<file path="config.mk">
export PLATFORM = sky130hd
export DESIGN_NAME = utf16_to_utf8_encoder_top
export DESIGN_NICKNAME = d
export VERILOG_FILES = /design/src/hw/rtl/u2u8_pkg.sv /design/src/hw/rtl/u2u8_encoder.sv /design/src/hw/rtl/u2u8_emitter.sv /design/src/hw/rtl/utf16_to_utf8_encoder_top.sv
export SDC_FILE = /design/constraint.sdc
export NUM_CORES = 1
export LEC_CHECK = 0
export BUFFER_PORTS_ARGS = -buffer_cell sky130_fd_sc_hd__buf_2
export CAP_MARGIN = 20
export CORE_MARGIN = 2
export CORE_UTILIZATION = 35
export CTS_CLUSTER_SIZE = 28
export DETAILED_ROUTE_END_ITERATION = 10
export GPL_ROUTABILITY_DRIVEN = 0
export GPL_TIMING_DRIVEN = 0
export PLACE_DENSITY_LB_ADDON = 0.25
export SYNTH_ARGS = -nofsm -noshare
export SYNTH_HDL_FRONTEND = slang
export SYNTH_SLANG_ARGS = --single-unit
export TNS_END_PERCENT = 5
</file>
<file path="constraint.sdc">
create_clock -name clk -period 9.48 [get_ports clk]
set_input_delay 1.896 -clock clk [delete_from_list [all_inputs] [get_ports clk]]
set_output_delay 1.896 -clock clk [all_outputs]
set_load 0.03 [all_outputs]
</file>
<file path="src/hw/rtl/u2u8_pkg.sv">
// Shared types and constants for the UTF-16 to UTF-8 encoder.
package u2u8_pkg;

  localparam int unsigned MaxResults = 7;
  localparam int unsigned CntW       = 3;

  localparam logic [1:0] KIND_DATA = 2'd0;
  localparam logic [1:0] KIND_TERM = 2'd1;
  localparam logic [1:0] KIND_OVF  = 2'd2;

  localparam logic [7:0] LEAD2     = 8'hc0;
  localparam logic [7:0] LEAD3     = 8'he0;
  localparam logic [7:0] LEAD4     = 8'hf0;
  localparam logic [7:0] CONT_MARK = 8'h80;

  typedef struct packed {
    logic [15:0] code_unit;
    logic        end_of_string;
  } u2u8_in_t;

  typedef struct packed {
    logic [7:0]  out_byte;
    logic [1:0]  result_kind;
    logic [15:0] byte_length;
    logic        last_of_item;
  } u2u8_out_t;

  // All results caused by one code unit, ready for the result buffer.
  typedef struct packed {
    logic [CntW-1:0]                 count;
    u2u8_out_t [MaxResults-1:0]      items;
  } u2u8_batch_t;

endpackage

</file>
<file path="src/hw/rtl/u2u8_encoder.sv">
// String state and single-pass encoding of one code unit into its result batch.
module u2u8_encoder import u2u8_pkg::*; (
  input  logic        clk,
  input  logic        rst_n,
  input  logic        take,
  input  u2u8_in_t    item,
  input  logic [15:0] capacity,
  output u2u8_batch_t batch
);

  logic [15:0] bytes_written_r, bytes_written_nxt;
  logic [9:0]  held_r, held_nxt;
  logic        high_pending_r, high_pending_nxt;
  logic        overflowed_r, overflowed_nxt;

  always_ff @(posedge clk) begin
    if (!rst_n) begin
      bytes_written_r <= '0;
      held_r          <= '0;
      high_pending_r  <= 1'b0;
      overflowed_r    <= 1'b0;
    end else if (take) begin
      bytes_written_r <= bytes_written_nxt;
      held_r          <= held_nxt;
      high_pending_r  <= high_pending_nxt;
      overflowed_r    <= overflowed_nxt;
    end
  end

  logic [15:0] cu;
  logic        eos, is_high, is_low, flush, flush_fit, main_fit, ok, tail_en;
  logic [1:0]  tail_kind;
  logic [15:0] held_val;
  logic [20:0] cp;
  logic [7:0]  flush_b [3];
  logic [7:0]  main_b  [4];
  logic [2:0]  flush_n, main_n, fc, mc, total;
  logic [15:0] new_len;

  assign cu       = item.code_unit;
  assign eos      = item.end_of_string;
  assign is_high  = (cu[15:10] == 6'b110110);
  assign is_low   = (cu[15:10] == 6'b110111);
  assign held_val = {6'b110110, held_r};
  assign cp       = {1'b0, held_r, cu[9:0]} + 21'h10000;

  // Held high surrogate that finds no partner goes out as three bytes.
  assign flush_b[0] = LEAD3 | {4'd0, held_val[15:12]};
  assign flush_b[1] = CONT_MARK | {2'd0, held_val[11:6]};
  assign flush_b[2] = CONT_MARK | {2'd0, held_val[5:0]};

  always_comb begin
    main_n    = 3'd0;
    main_b[0] = '0;
    main_b[1] = '0;
    main_b[2] = '0;
    main_b[3] = '0;
    if (is_high && !eos) begin
      main_n = 3'd0;
    end else if (is_low && high_pending_r) begin
      main_n    = 3'd4;
      main_b[0] = LEAD4 | {5'd0, cp[20:18]};
      main_b[1] = CONT_MARK | {2'd0, cp[17:12]};
      main_b[2] = CONT_MARK | {2'd0, cp[11:6]};
      main_b[3] = CONT_MARK | {2'd0, cp[5:0]};
    end else if (cu[15:7] == '0) begin
      main_n    = 3'd1;
      main_b[0] = cu[7:0];
    end else if (cu[15:11] == '0) begin
      main_n    = 3'd2;
      main_b[0] = LEAD2 | {3'd0, cu[10:6]};
      main_b[1] = CONT_MARK | {2'd0, cu[5:0]};
    end else begin
      main_n    = 3'd3;
      main_b[0] = LEAD3 | {4'd0, cu[15:12]};
      main_b[1] = CONT_MARK | {2'd0, cu[11:6]};
      main_b[2] = CONT_MARK | {2'd0, cu[5:0]};
    end
  end

  assign flush     = high_pending_r && !is_low;
  assign flush_n   = flush ? 3'd3 : 3'd0;
  assign flush_fit = ({1'b0, bytes_written_r} + 17'd3) < {1'b0, capacity};
  assign main_fit  = (main_n == 3'd0) ||
                     (({1'b0, bytes_written_r} + 17'(flush_n) + 17'(main_n))
                      < {1'b0, capacity});

  always_comb begin
    fc        = 3'd0;
    mc        = 3'd0;
    ok        = 1'b1;
    if (overflowed_r) begin
      ok = 1'b1;
    end else if (flush && !flush_fit) begin
      ok = 1'b0;
    end else begin
      fc = flush_n;
      if (!main_fit) begin
        ok = 1'b0;
      end else begin
        mc = main_n;
      end
    end
  end

  assign new_len   = bytes_written_r + 16'(fc) + 16'(mc);
  assign tail_en   = !overflowed_r && (!ok || eos);
  assign tail_kind = ok ? KIND_TERM : KIND_OVF;
  assign total     = fc + mc + (tail_en ? 3'd1 : 3'd0);

  always_comb begin
    bytes_written_nxt = bytes_written_r;
    held_nxt          = held_r;
    high_pending_nxt  = high_pending_r;
    overflowed_nxt    = overflowed_r;
    if (eos) begin
      bytes_written_nxt = '0;
      held_nxt          = '0;
      high_pending_nxt  = 1'b0;
      overflowed_nxt    = 1'b0;
    end else if (!overflowed_r) begin
      held_nxt         = '0;
      high_pending_nxt = 1'b0;
      if (!ok) begin
        overflowed_nxt = 1'b1;
      end else begin
        bytes_written_nxt = new_len;
        if (is_high) begin
          held_nxt         = cu[9:0];
          high_pending_nxt = 1'b1;
        end
      end
    end
  end

  // Lay out flush bytes, then the main group, then the overflow or terminator.
  always_comb begin
    logic [2:0] pos;
    logic [2:0] off;
    batch.count = total;
    for (int i = 0; i < MaxResults; i++) begin
      pos = 3'(i);
      off = pos - fc;
      batch.items[i] = '0;
      if (pos < fc) begin
        batch.items[i].out_byte = flush_b[pos[1:0]];
      end else if (pos < fc + mc) begin
        batch.items[i].out_byte = main_b[off[1:0]];
      end else if (tail_en && pos == fc + mc) begin
        batch.items[i].result_kind = tail_kind;
        batch.items[i].byte_length = ok ? new_len : 16'd0;
      end
      batch.items[i].result_kind  = (pos < fc + mc) ? KIND_DATA
                                                     : batch.items[i].result_kind;
      batch.items[i].last_of_item = (pos == total - 3'd1) && (total != 3'd0);
    end
  end

endmodule

</file>
<file path="src/hw/rtl/u2u8_emitter.sv">
// Result buffer: holds one batch and shifts it out one result per transfer.
module u2u8_emitter import u2u8_pkg::*; (
  input  logic        clk,
  input  logic        rst_n,
  input  logic        load,
  input  u2u8_batch_t batch,
  output logic        free,
  output logic        out_valid,
  input  logic        out_stall,
  output u2u8_out_t   out_data
);

  u2u8_out_t       buf_r [MaxResults];
  logic [CntW-1:0] cnt_r;
  logic            xfer;

  assign out_valid = (cnt_r != '0);
  assign out_data  = buf_r[0];
  assign xfer      = out_valid && !out_stall;
  assign free      = (cnt_r == '0) || (cnt_r == CntW'(1) && xfer);

  always_ff @(posedge clk) begin
    if (!rst_n) begin
      cnt_r <= '0;
    end else if (load) begin
      cnt_r <= batch.count;
    end else if (xfer) begin
      cnt_r <= cnt_r - CntW'(1);
    end
  end

  always_ff @(posedge clk) begin
    if (load) begin
      for (int i = 0; i < MaxResults; i++) buf_r[i] <= batch.items[i];
    end else if (xfer) begin
      // advance the queue by one
      for (int i = 0; i < MaxResults - 1; i++) buf_r[i] <= buf_r[i+1];
    end
  end

endmodule

</file>
<file path="src/hw/rtl/utf16_to_utf8_encoder_top.sv">
// UTF-16 to UTF-8 encoder: an input transfer is registered in the input stage, then
// loaded into the result buffer. A code unit yields zero to seven results, sent one
// per cycle from the result buffer while out_stall is low; the next unit is taken as
// the last result of the previous one leaves, so the byte-wide result channel sets the
// throughput. Synchronous active-low reset empties both stages, clears string state and
// sets the destination capacity to 65535.
module utf16_to_utf8_encoder_top import u2u8_pkg::*; (
  input  logic        clk,
  input  logic        rst_n,
  input  logic        in_valid,
  output logic        in_stall,
  input  u2u8_in_t    in_data,
  output logic        out_valid,
  input  logic        out_stall,
  output u2u8_out_t   out_data,
  input  logic        cfg_wr_en,
  input  logic [15:0] cfg_wr_data
);

  logic [15:0] cap_r;
  logic        in_vld_r;
  u2u8_in_t    in_item_r;
  logic        free, load;
  u2u8_batch_t batch;

  assign load     = in_vld_r && free;
  assign in_stall = in_vld_r && !free;

  always_ff @(posedge clk) begin
    if (!rst_n) begin
      cap_r    <= 16'hffff;
      in_vld_r <= 1'b0;
    end else begin
      if (cfg_wr_en) cap_r <= cfg_wr_data;
      if (in_valid && !in_stall) begin
        in_vld_r <= 1'b1;
      end else if (load) begin
        in_vld_r <= 1'b0;
      end
    end
  end

  always_ff @(posedge clk) begin
    if (in_valid && !in_stall) in_item_r <= in_data;
  end

  u2u8_encoder u_enc (
    .clk      (clk),
    .rst_n    (rst_n),
    .take     (load),
    .item     (in_item_r),
    .capacity (cap_r),
    .batch    (batch)
  );

  u2u8_emitter u_emit (
    .clk       (clk),
    .rst_n     (rst_n),
    .load      (load),
    .batch     (batch),
    .free      (free),
    .out_valid (out_valid),
    .out_stall (out_stall),
    .out_data  (out_data)
  );

endmodule

</file>
==> results of run 1 <==
==> metrics by stage <==
stage               utilization, %  area [um^2]  setup WS, ns
finish                        40.9        14600          1.11
global route                  40.9        14600         0.529
CTS                           40.9        14600          1.13
detailed placement            38.4        13700          1.14
global placement              38.1        13600         0.859
floorplan                        -        12700          2.70
==> kinds of logic (layout without fill, tap and decap cells) <==
kind of cell | after synthesis | in the layout | share of synthesized area, %
AO/OA/AOI/OAI | 296 | 296 | 15.4
XOR/XNOR | 48 | 48 | 3.38
adder cells (fa/ha/maj) | 55 | 55 | 5.78
buffers and inverters | 113 | 236 | 3.77
flip-flops | 253 | 253 | 56.1
multiplexers | 15 | 15 | 1.21
other | 1 | 1 | 0.0296
AND/OR/NAND/NOR | 409 | 409 | 14.3
==> layout make-up <==
class                   count  area (um^2)
plain buffers              69          313
clock buffers              35          779
clock inverters            18          128
fillers                  3449        21100
inverters                  44          165
multi-input cells         824         5090
flip-flops and latches    253         7120
well taps                 461          577
repair buffers             70          413
==> metal layers <==
| layer | routed length (um) | GRT usage (%) | vias up |
|---|---|---|---|
| li1 | - | - | 4539 |
| met5 | 0 | 0 | - |
| met3 | 1870 | 2.50 | 47 |
| met4 | 575 | 3.48 | 0 |
| met2 | 13200 | 24.7 | 251 |
| met1 | 14900 | 24.4 | 4261 |
==> tightest hold or removal path, delay by kind of cell (launching register included) <==
| family | cells | cell delay (ns) |
|---|---|---|
| simple gates | 2 | 0.09 |
| flops | 1 | 0.32 |
==> report_power, final <==
part / internal (W) / switching, W / leakage (nW)
registers: 0.00176 / 0.000114 / 2.40
clock network: 0.000612 / 0.000459 / 0.445
logic: 0.000272 / 0.000690 / 2.71
==> sequential cells by signal, indices dropped and copies added, names as in the netlist, 3 cells and up <==
name                   count
cap_r                     16
in_item_r                 17
u_emit.buf_r             188
u_emit.cnt_r               3
u_enc.bytes_written_r     16
u_enc.held_r              10
==> synth_stat cells, types with 25 or more instances <==
master                     count
sky130_fd_sc_hd__clkbuf_1     45
sky130_fd_sc_hd__o21ai_0     113
sky130_fd_sc_hd__o211ai_1     26
sky130_fd_sc_hd__inv_1        42
sky130_fd_sc_hd__nor2_1       79
sky130_fd_sc_hd__xnor2_1      25
sky130_fd_sc_hd__nand3_1      26
sky130_fd_sc_hd__a21oi_1      41
sky130_fd_sc_hd__dfxtp_1      48
sky130_fd_sc_hd__nand2_1     214
sky130_fd_sc_hd__ha_1         49
sky130_fd_sc_hd__edfxtp_1    205
==> worst min-delay path by stage <==
| stage | start | endpoint | slack (ns) | cells after the start |
|---|---|---|---|---|
| finish | u_emit.buf_r[5][17]$_DFFE_PP_ | u_emit.buf_r[4][17]$_DFFE_PP_ | 0.52 | 2 |
| global route | u_emit.buf_r[5][17]$_DFFE_PP_ | u_emit.buf_r[4][17]$_DFFE_PP_ | 0.54 | 2 |
| CTS | u_emit.buf_r[6][17]$_SDFFCE_PN0P_ | u_emit.buf_r[5][17]$_DFFE_PP_ | 0.51 | 2 |
| detailed placement | u_emit.buf_r[6][17]$_SDFFCE_PN0P_ | u_emit.buf_r[5][17]$_DFFE_PP_ | 0.50 | 2 |
| global placement | u_emit.buf_r[6][24]$_SDFFCE_PP0P_ | u_emit.buf_r[5][24]$_DFFE_PP_ | 0.50 | 2 |
| floorplan | cap_r[0]$_SDFFE_PN1P_ | cap_r[0]$_SDFFE_PN1P_ | 0.46 | 2 |
==> implementation parameters, run 1 <==
Parameter                              Value

Power
  Leakage power ... 5.55 nW
  Max rail drop VDD ... 169 uV
  Total chip power ... 0.00390 W
  Power per unit of standard cell area ... 268 nW/um^2

STA
  Final setup violation count ... 0
  Clock skew after layout ... 0.00941 ns
  Highest achievable clock rate ... 119 MHz
  Slew Viols, Final ... 0
  Total Neg Setup Slack ... 0 ns
  Tightest Pin Transition ... 0.863 ns
  Slew Limit Headroom ... 42.1%
  Fin Hold WS ... 0.516 ns
  Ratio of final minimum period to clock period ... 88.3%
  Final period demand of the worst path ... 8.37 ns
  Final Hold Violating Endpoints ... 0
  RSZ-0062 raised after global routing ... no

Setup path
  CP startpoint ... in_item_r[12]$_DFFE_PP_
  Crit Path Category ... reg -> reg
  Required time of the worst setup path ... 9.75 ns
  Reg2reg start ... in_item_r[12]$_DFFE_PP_
  Terminus of the critical flop-to-flop path ... u_emit.buf_r[2][14]$_DFFE_PP_
  Register-to-register setup slack ... 1.11 ns
  Cell with the largest stage delay on the worst path ... sky130_fd_sc_hd__xnor2_1
  Logic depth of the worst setup path including buffers ... 31
  Worst Reg-to-Reg Cells ... 31
  Maximum fanout encountered on the critical timing path ... 10
  Kind of start point of the critical path ... flop
  Worst path max stage delay ... 0.69 ns
  Category of the worst setup path capture point ... flop
  Data arrival time of the worst path ... 8.64 ns
  Timing endpoint of the critical path ... u_emit.buf_r[2][14]$_DFFE_PP_
  WP buf/inv ... 3
  Most frequent cell on the critical path ... sky130_fd_sc_hd__ha_1
  Family with the most delay on the worst path ... simple AND/OR/NAND/NOR gates

Placement
  Post-DP HPWL ... 22.8 mm
  Count of input and output buffers ... 66
  Inst Count DP ... 1721

Drt
  Post-detailed-route wirelength per cell ... 17.2 um
  Length of the first detailed-routing pass in iterations ... 7
  Remaining design rule violation count ... 0
  Total detailed-routing wirelength ... 30.5 mm
  Total via count in the routed design ... 9098
  Routed via count divided by cell count ... 5.13
  Starting DRC count in detailed routing ... 805
  Final antenna-violating net count ... 0

Yosys
  Dominant synthesized flop cell ... sky130_fd_sc_hd__edfxtp_1
  Number of instances in the synthesized netlist ... 1190
  Mapped Nets ... 1283
  Post-synthesis cell area ... 12700 um^2
  Largest cells by area after synthesis ... sky130_fd_sc_hd__edfxtp_1 49%, sky130_fd_sc_hd__dfxtp_1 7.6%, sky130_fd_sc_hd__nand2_1 6.3%
  Async set-reset flop share out of synthesis ... 0%
  Number of storage elements in the synthesis netlist ... 253
  Post-synth EDFFs ... 205
  Cell taking the most area after synthesis ... sky130_fd_sc_hd__edfxtp_1
  Count of yosys warnings during synthesis ... 0
  Mean cell area of the mapped netlist ... 10.7 um^2
  Area share of the largest cell type after synthesis ... 48.6%
  Distinct cell type count of the synthesized netlist ... 71
  Sequential fraction of the synthesis area ... 56.1%

Final layout
  Area growth from synthesis to layout ... 15.0%
  Top library cells by usage in the layout, fill and taps aside ... 214 x sky130_fd_sc_hd__nand2_1, 205 x sky130_fd_sc_hd__edfxtp_1, 113 x sky130_fd_sc_hd__o21ai_0
  Final layout net count ... 1384
  Most frequent standard cell in the layout excluding fill and tap cells ... sky130_fd_sc_hd__nand2_1
  Fraction of layout instances using a drive strength above 1 ... 12.2%
  Post-Layout Cell Count ... 1774
  Number of antenna cells inserted ... 0

Global routing
  Initial antenna violation count ... 0
  Largest net degree at the start of global routing ... 76
  Global-route total usage across every layer ... 16.3%
  Global-route wire length before repair ... 49.5 mm
  Via count of the first global-routing pass ... 8739
  Aggregate global routing overflow ... 0

Flow run
  Max-cap violation count ... 0

Floorplanning
  Initial core utilization ... 35.6%
  Floorplan die height ... 194 um
  Overall die width ... 194 um
  Placement row count ... 69
  Top-level port count ... 67
  Core area ... 35700 um^2
  DIE AREA ... 37800 um^2

Clock network
  Number of sinks handled by clock tree synthesis ... 253
  Number of buffers inserted by post-CTS setup repair ... 0
  Number of H-tree branching levels ... 1
  Resized cells post-CTS ... 0
  TritonCTS buffer count ... 29
  Clock latency at the later pin of the worst-skew pair ... 0.56 ns
  Reg clk slew, reported paths ... 0.06 ns
  Largest buffer count on any clock path ... 3
  Cell at the root of the clock tree ... sky130_fd_sc_hd__clkbuf_16
  Hold-fix buffers at CTS ... 0
  TritonCTS clock tree ... yes

Status
  Result of the run ... complete, no violations

Hold path
  Hold/Removal Path Class ... reg -> reg
Note: power is estimated with default switching activity, not from simulation.
==> inputs of run 2 (changes only) <==
--- a/config.mk
+++ b/config.mk
@@ -13,7 +13,7 @@
 export DETAILED_ROUTE_END_ITERATION = 10
 export GPL_ROUTABILITY_DRIVEN = 0
 export GPL_TIMING_DRIVEN = 0
-export PLACE_DENSITY_LB_ADDON = 0.25
+export PLACE_DENSITY = 0.51
 export SYNTH_ARGS = -nofsm -noshare
 export SYNTH_HDL_FRONTEND = slang
 export SYNTH_SLANG_ARGS = --single-unit
==> implementation parameters, run 2 (synthesis gave the netlist of run 1 again) <==
Parameter                              Value

Status
  Result of the run ... finished with violations
  Failing checks ... DRC

Global routing
  Largest net degree at the start of global routing ... 71 (-6.6%)
  Via count of the first global-routing pass ... 8763 (+0.27%)
  Global-route wire length before repair ... 50.2 mm (+1.5%)
  Aggregate global routing overflow ... 0 (unchanged)
  Initial antenna violation count ... 0 (unchanged)
  Global-route total usage across every layer ... 16.6% (+0.37 points)

Clock network
  Largest buffer count on any clock path ... 3 (unchanged)
  Number of buffers inserted by post-CTS setup repair ... 0 (unchanged)
  TritonCTS buffer count ... 29 (unchanged)
  Clock latency at the later pin of the worst-skew pair ... 0.56 ns (about the same)
  TritonCTS clock tree ... yes
  Reg clk slew, reported paths ... 0.06 ns (about the same)
  Number of sinks handled by clock tree synthesis ... 253 (unchanged)
  Resized cells post-CTS ... 0 (unchanged)
  Cell at the root of the clock tree ... sky130_fd_sc_hd__clkbuf_16
  Number of H-tree branching levels ... 1 (unchanged)
  Hold-fix buffers at CTS ... 0 (unchanged)

Final layout
  Most frequent standard cell in the layout excluding fill and tap cells ... sky130_fd_sc_hd__nand2_1
  Register with the most flip-flops ... u_emit.buf_r
  Post-Layout Cell Count ... 1775 (+0.056%)
  Flip-flop count of the largest register, all copies and words added ... 188 (unchanged)
  Area growth from synthesis to layout ... 15.1% (about the same)
  Number of antenna cells inserted ... 0 (unchanged)
  Top library cells by usage in the layout, fill and taps aside ... 214 x sky130_fd_sc_hd__nand2_1, 205 x sky130_fd_sc_hd__edfxtp_1, 113 x sky130_fd_sc_hd__o21ai_0
  Fraction of layout instances using a drive strength above 1 ... 12.1% (-0.085 points)
  Final layout net count ... 1384 (unchanged)
  Biggest registers after layout ... u_emit.buf_r: 188 flops, in_item_r: 17 flops
  Utilization after layout ... 40.9% (about the same)

Drt
  Routed via count divided by cell count ... 5.07 (-1.1%)
  Length of the first detailed-routing pass in iterations ... 8 (+1)
  Post-detailed-route wirelength per cell ... 17.4 um (+1.2%)
  Remaining design rule violation count ... 5 (+5)
  Final antenna-violating net count ... 0 (unchanged)
  Starting DRC count in detailed routing ... 713 (-11%)
  Total detailed-routing wirelength ... 30.9 mm (+1.3%)
  Total via count in the routed design ... 9000 (-1.1%)

Power
  Leakage power ... 5.55 nW (about the same)
  Max rail drop VDD ... 188 uV (+11%)
  Power per unit of standard cell area ... 268 nW/um^2 (about the same)

Floorplanning
  DIE AREA ... 37800 um^2 (unchanged)
  Floorplan die height ... 194 um (unchanged)
  Placement row count ... 69 (unchanged)
  Initial core utilization ... 35.6% (unchanged)
  Core area ... 35700 um^2 (unchanged)
  Top-level port count ... 67 (unchanged)
  Overall die width ... 194 um (unchanged)

STA
  Slew Limit Headroom ... 34.8% (-7.3 points)
  Ratio of final minimum period to clock period ... 88.7% (+0.39 points)
  Final setup violation count ... 0 (unchanged)
  Final period demand of the worst path ... 8.41 ns (+0.0366 ns)
  Tightest Pin Transition ... 0.978 ns (+0.116 ns)
  Highest achievable clock rate ... 119 MHz (-0.44%)
  RSZ-0062 raised after global routing ... no
  Setup WS post-layout ... 1.07 ns (-0.0366 ns)
  Clock skew after layout ... 0.0127 ns (+0.00329 ns)
  Final Hold Violating Endpoints ... 0 (unchanged)
  Slew Viols, Final ... 0 (unchanged)
  Total Neg Setup Slack ... 0 ns (unchanged)

Hold path
  Worst hold path cell count ... 2 (unchanged)
  Hold/Removal Path Class ... reg -> reg
  Min-Delay Startpoint ... u_emit.buf_r[4][0]$_DFFE_PP_

Placement
  Worst setup slack before clock tree synthesis ... 1.12 ns (-0.0114 ns)
  Post-DP HPWL ... 23.1 mm (+1.5%)
  Count of input and output buffers ... 66 (unchanged)
  Inst Count DP ... 1721 (unchanged)

Setup path
  Crit Path Category ... reg -> reg
  Worst path max stage delay ... 0.71 ns (+0.02 ns)
  Category of the worst setup path capture point ... flop
  Data arrival time of the worst path ... 8.68 ns (+0.04 ns)
  Reg2reg start ... in_item_r[11]$_DFFE_PP_
  Worst Reg-to-Reg Cells ... 31 (unchanged)
  Cell with the largest stage delay on the worst path ... sky130_fd_sc_hd__xnor2_1
  Maximum fanout encountered on the critical timing path ... 10 (unchanged)
  CP startpoint ... in_item_r[11]$_DFFE_PP_
  Required time of the worst setup path ... 9.75 ns (about the same)
  Kind of start point of the critical path ... flop

Flow run
  Max-cap violation count ... 0 (unchanged)
run 2: path summary, 6_finish.rpt:
kind / slack (ns) / to
max: 1.07 / u_emit.buf_r[5][14]$_DFFE_PP_
min: 0.51 / u_emit.buf_r[3][0]$_DFFE_PP_
max reg2reg: 1.07 / u_emit.buf_r[5][14]$_DFFE_PP_
min reg2reg: 0.51 / u_emit.buf_r[3][0]$_DFFE_PP_
run 2: power by group:
group,total (W),switching [W],internal (W)
clock,0.00107,0.000451,0.000616
combinational,0.000968,0.000696,0.000272
sequential,0.00187,0.000113,0.00176
run 2: final cells by class:
class / instances / area (um^2)
inverter: 44 / 165
tap: 461 / 577
clock inverter: 14 / 116
fill: 3499 / 21100
buffer: 69 / 313
clock buffer: 40 / 797
sequential: 253 / 7120
timing repair buffer: 70 / 413
multi-input combinational: 824 / 5090
run 2: worst max-delay path, delay by kind of cell, from the launching register on:
kind                       cells  cell delay [ns]
and+or+nand+nor                8             1.85
xor gates and xnor gates       2             0.87
adders and majority gates      6             1.83
AOI/OAI and AO/OA              9             1.77
buffers and inverters          6             1.29
DFF                            1             0.51
run 2: metrics by stage:
| step | power, W | area, um^2 | hold WS, ns |
|---|---|---|---|
| global route | 0.00413 | 14600 | 0.532 |
| detailed placement | 0.00286 | 13700 | 0.501 |
| global placement | 0.00290 | 13600 | 0.500 |
| finish | 0.00390 | 14600 | 0.514 |
| floorplan | 0.00258 | 12700 | 0.456 |
| CTS | 0.00394 | 14600 | 0.517 |
run 2: layer usage:
| metal | routed length [um] | up-vias | share of wire (%) | track usage (%) |
|---|---|---|---|---|
| li1 | - | 4552 | - | - |
| met1 | 15400 | 4186 | 50 | 25.3 |
| met2 | 13200 | 231 | 43 | 24.9 |
| met3 | 1930 | 31 | 6.2 | 2.83 |
| met4 | 388 | 0 | 1.3 | 3.19 |
| met5 | 0 | - | 0 | 0 |
==> inputs of run 3 (changes only) <==
--- a/config.mk
+++ b/config.mk
@@ -8,12 +8,12 @@
 export BUFFER_PORTS_ARGS = -buffer_cell sky130_fd_sc_hd__buf_2
 export CAP_MARGIN = 20
 export CORE_MARGIN = 2
-export CORE_UTILIZATION = 35
+export CORE_UTILIZATION = 55
 export CTS_CLUSTER_SIZE = 28
 export DETAILED_ROUTE_END_ITERATION = 10
 export GPL_ROUTABILITY_DRIVEN = 0
 export GPL_TIMING_DRIVEN = 0
-export PLACE_DENSITY = 0.51
+export PLACE_DENSITY = 0.73
 export SYNTH_ARGS = -nofsm -noshare
 export SYNTH_HDL_FRONTEND = slang
 export SYNTH_SLANG_ARGS = --single-unit
==> implementation parameters, run 3 (synthesis gave the netlist of run 1 again) <==
Parameter                              Value

Status
  Result of the run ... complete, no violations

Setup path
  Family with the most delay on the worst path ... adder cells
  Category of the worst setup path capture point ... flop
  Maximum fanout encountered on the critical timing path ... 10 (unchanged)
  Data arrival time of the worst path ... 8.55 ns (-0.13 ns)
  Required time of the worst setup path ... 9.83 ns (+0.08 ns)
  Most frequent cell on the critical path ... sky130_fd_sc_hd__ha_1
  Worst path max stage delay ... 0.56 ns (-0.15 ns)
  Cell with the largest stage delay on the worst path ... sky130_fd_sc_hd__or4_1
  Kind of start point of the critical path ... flop
  Crit Path Category ... reg -> reg
  WP buf/inv ... 2 (-4)

STA
  Clock skew after layout ... 0.0294 ns (+0.0167 ns)
  RSZ-0062 raised after global routing ... no
  Slew Viols, Final ... 0 (unchanged)
  Total Neg Setup Slack ... 0 ns (unchanged)
  Final setup violation count ... 0 (unchanged)
  Final period demand of the worst path ... 8.20 ns (-0.208 ns)
  Final Hold Violating Endpoints ... 0 (unchanged)
  Fin Hold WS ... 0.495 ns (-0.0193 ns)
  Slew Limit Headroom ... 43.3% (+8.5 points)
  Highest achievable clock rate ... 122 MHz (+2.5%)
  Tightest Pin Transition ... 0.851 ns (-0.127 ns)
  Setup WS post-layout ... 1.28 ns (+0.208 ns)
  Ratio of final minimum period to clock period ... 86.5% (-2.2 points)

Floorplanning
  Core area ... 22600 um^2 (-37%)
  Top-level port count ... 67 (unchanged)
  Overall die width ... 156 um (-20%)
  Initial core utilization ... 56.0% (+20 points)
  Placement row count ... 55 (-20%)
  DIE AREA ... 24300 um^2 (-36%)
  Floorplan die height ... 156 um (-20%)

Placement
  Post-DP HPWL ... 20.9 mm (-9.4%)
  Worst setup slack before clock tree synthesis ... 1.35 ns (+0.221 ns)
  Count of input and output buffers ... 66 (unchanged)

Drt
  Final antenna-violating net count ... 0 (unchanged)
  Remaining design rule violation count ... 0 (-5)
  Starting DRC count in detailed routing ... 1065 (+49%)
  Length of the first detailed-routing pass in iterations ... 5 (-3)
  Post-detailed-route wirelength per cell ... 18.0 um (+3.6%)
  Total via count in the routed design ... 9424 (+4.7%)
  Total detailed-routing wirelength ... 28.8 mm (-6.9%)
  Routed via count divided by cell count ... 5.90 (+16%)

Final layout
  Biggest registers after layout ... u_emit.buf_r: 188 flops, in_item_r: 17 flops
  Top library cells by usage in the layout, fill and taps aside ... 214 x sky130_fd_sc_hd__nand2_1, 205 x sky130_fd_sc_hd__edfxtp_1, 113 x sky130_fd_sc_hd__o21ai_0
  Final layout net count ... 1383 (-0.072%)
  Register with the most flip-flops ... u_emit.buf_r
  Fill cell count ... 1793 (-49%)
  Area growth from synthesis to layout ... 12.8%
  Flip-flop count of the largest register, all copies and words added ... 188 (unchanged)
  Fraction of layout instances using a drive strength above 1 ... 11.7% (-0.43 points)
  Most frequent standard cell in the layout excluding fill and tap cells ... sky130_fd_sc_hd__nand2_1
  Number of antenna cells inserted ... 0 (unchanged)

Global routing
  Aggregate global routing overflow ... 0 (unchanged)
  Initial antenna violation count ... 0 (unchanged)
  Largest net degree at the start of global routing ... 77 (+8.5%)
  Global-route wire length before repair ... 47.4 mm (-5.5%)
  Via count of the first global-routing pass ... 9186 (+4.8%)
  Global-route total usage across every layer ... 24.4% (+7.8 points)

Clock network
  TritonCTS clock tree ... yes
  Hold-fix buffers at CTS ... 0 (unchanged)
  Clock latency at the later pin of the worst-skew pair ... 0.56 ns (about the same)
  Cell at the root of the clock tree ... sky130_fd_sc_hd__clkbuf_16
  Number of sinks handled by clock tree synthesis ... 253 (unchanged)
  Largest buffer count on any clock path ... 3 (unchanged)
  Number of H-tree branching levels ... 1 (unchanged)
  Reg clk slew, reported paths ... 0.06 ns (about the same)
  TritonCTS buffer count ... 28 (-3.4%)
  Number of buffers inserted by post-CTS setup repair ... 0 (unchanged)
  Resized cells post-CTS ... 0 (unchanged)

Flow run
  Max-cap violation count ... 0 (unchanged)

Hold path
  Hold/Removal Path Class ... reg -> reg

Power
  Leakage power ... 5.52 nW (-0.52%)
  Power per unit of standard cell area ... 268 nW/um^2 (about the same)
  Max rail drop VDD ... 231 uV (+23%)
[run 3: final cells by class]
| type | instances | area, um^2 | share of cell area (%) |
|---|---|---|---|
| flip-flops and latches | 253 | 7120 | 49.7 |
| multi-input cells | 824 | 5090 | 35.6 |
| clock buffers | 42 | 773 | 5.40 |
| repair buffers | 70 | 420 | 2.94 |
| well taps | 285 | 357 | 2.49 |
| plain buffers | 69 | 313 | 2.19 |
| inverters | 44 | 165 | 1.15 |
| clock inverters | 9 | 70.1 | 0.490 |
[run 3: where the power goes]
group | internal [W] | switching, W | leakage, nW
clock | 0.000565 | 0.000429 | 0.408
combinational | 0.000276 | 0.000689 | 2.71
sequential | 0.00176 | 0.000117 | 2.40
[run 3: path summary, 6_finish.rpt]
| path | end | slack, ns | from | depth (start not counted) |
|---|---|---|---|---|
| setup reg to reg | u_emit.buf_r[5][0]$_DFFE_PP_ | 1.28 | in_item_r[12]$_DFFE_PP_ | 28 |
| hold / removal | u_emit.buf_r[5][14]$_DFFE_PP_ | 0.49 | u_emit.buf_r[6][14]$_SDFFCE_PN0P_ | 2 |
| hold reg to reg | u_emit.buf_r[5][14]$_DFFE_PP_ | 0.49 | u_emit.buf_r[6][14]$_SDFFCE_PN0P_ | 2 |
| setup / recovery | u_emit.buf_r[5][0]$_DFFE_PP_ | 1.28 | in_item_r[12]$_DFFE_PP_ | 28 |
[run 3: metrics by stage]
step           instance area [um^2]  cells  util [%]  power, W
6_report                      14300   1596      63.2   0.00383
2_1_floorplan                 12700   1190         -   0.00258
5_1_grt                       14300   1596      63.2   0.00403
4_1_cts                       14300   1596      63.2   0.00384
3_3_place_gp                  13400   1541      59.0   0.00285
3_5_place_dp                  13500   1545      59.5   0.00284
[run 3: worst reg2reg max path: cells and delay by family, from the launching register on]
| kind | cells | cell delay, ns |
|---|---|---|
| adders and majority gates | 7 | 2.17 |
| and+or+nand+nor | 7 | 2.12 |
| AOI/OAI and AO/OA | 8 | 1.94 |
| xor gates and xnor gates | 4 | 1.18 |
| DFF | 1 | 0.43 |
| buffers and inverters | 2 | 0.15 |
[run 3: per-layer routing]
metal	GRT usage (%)	part of all wire, %	up-vias
met4	7.38	2.9	0
met5	0	0	-
met3	5.44	9.9	69
li1	-	-	4540
met1	34.9	43	4337
met2	37.5	44	478
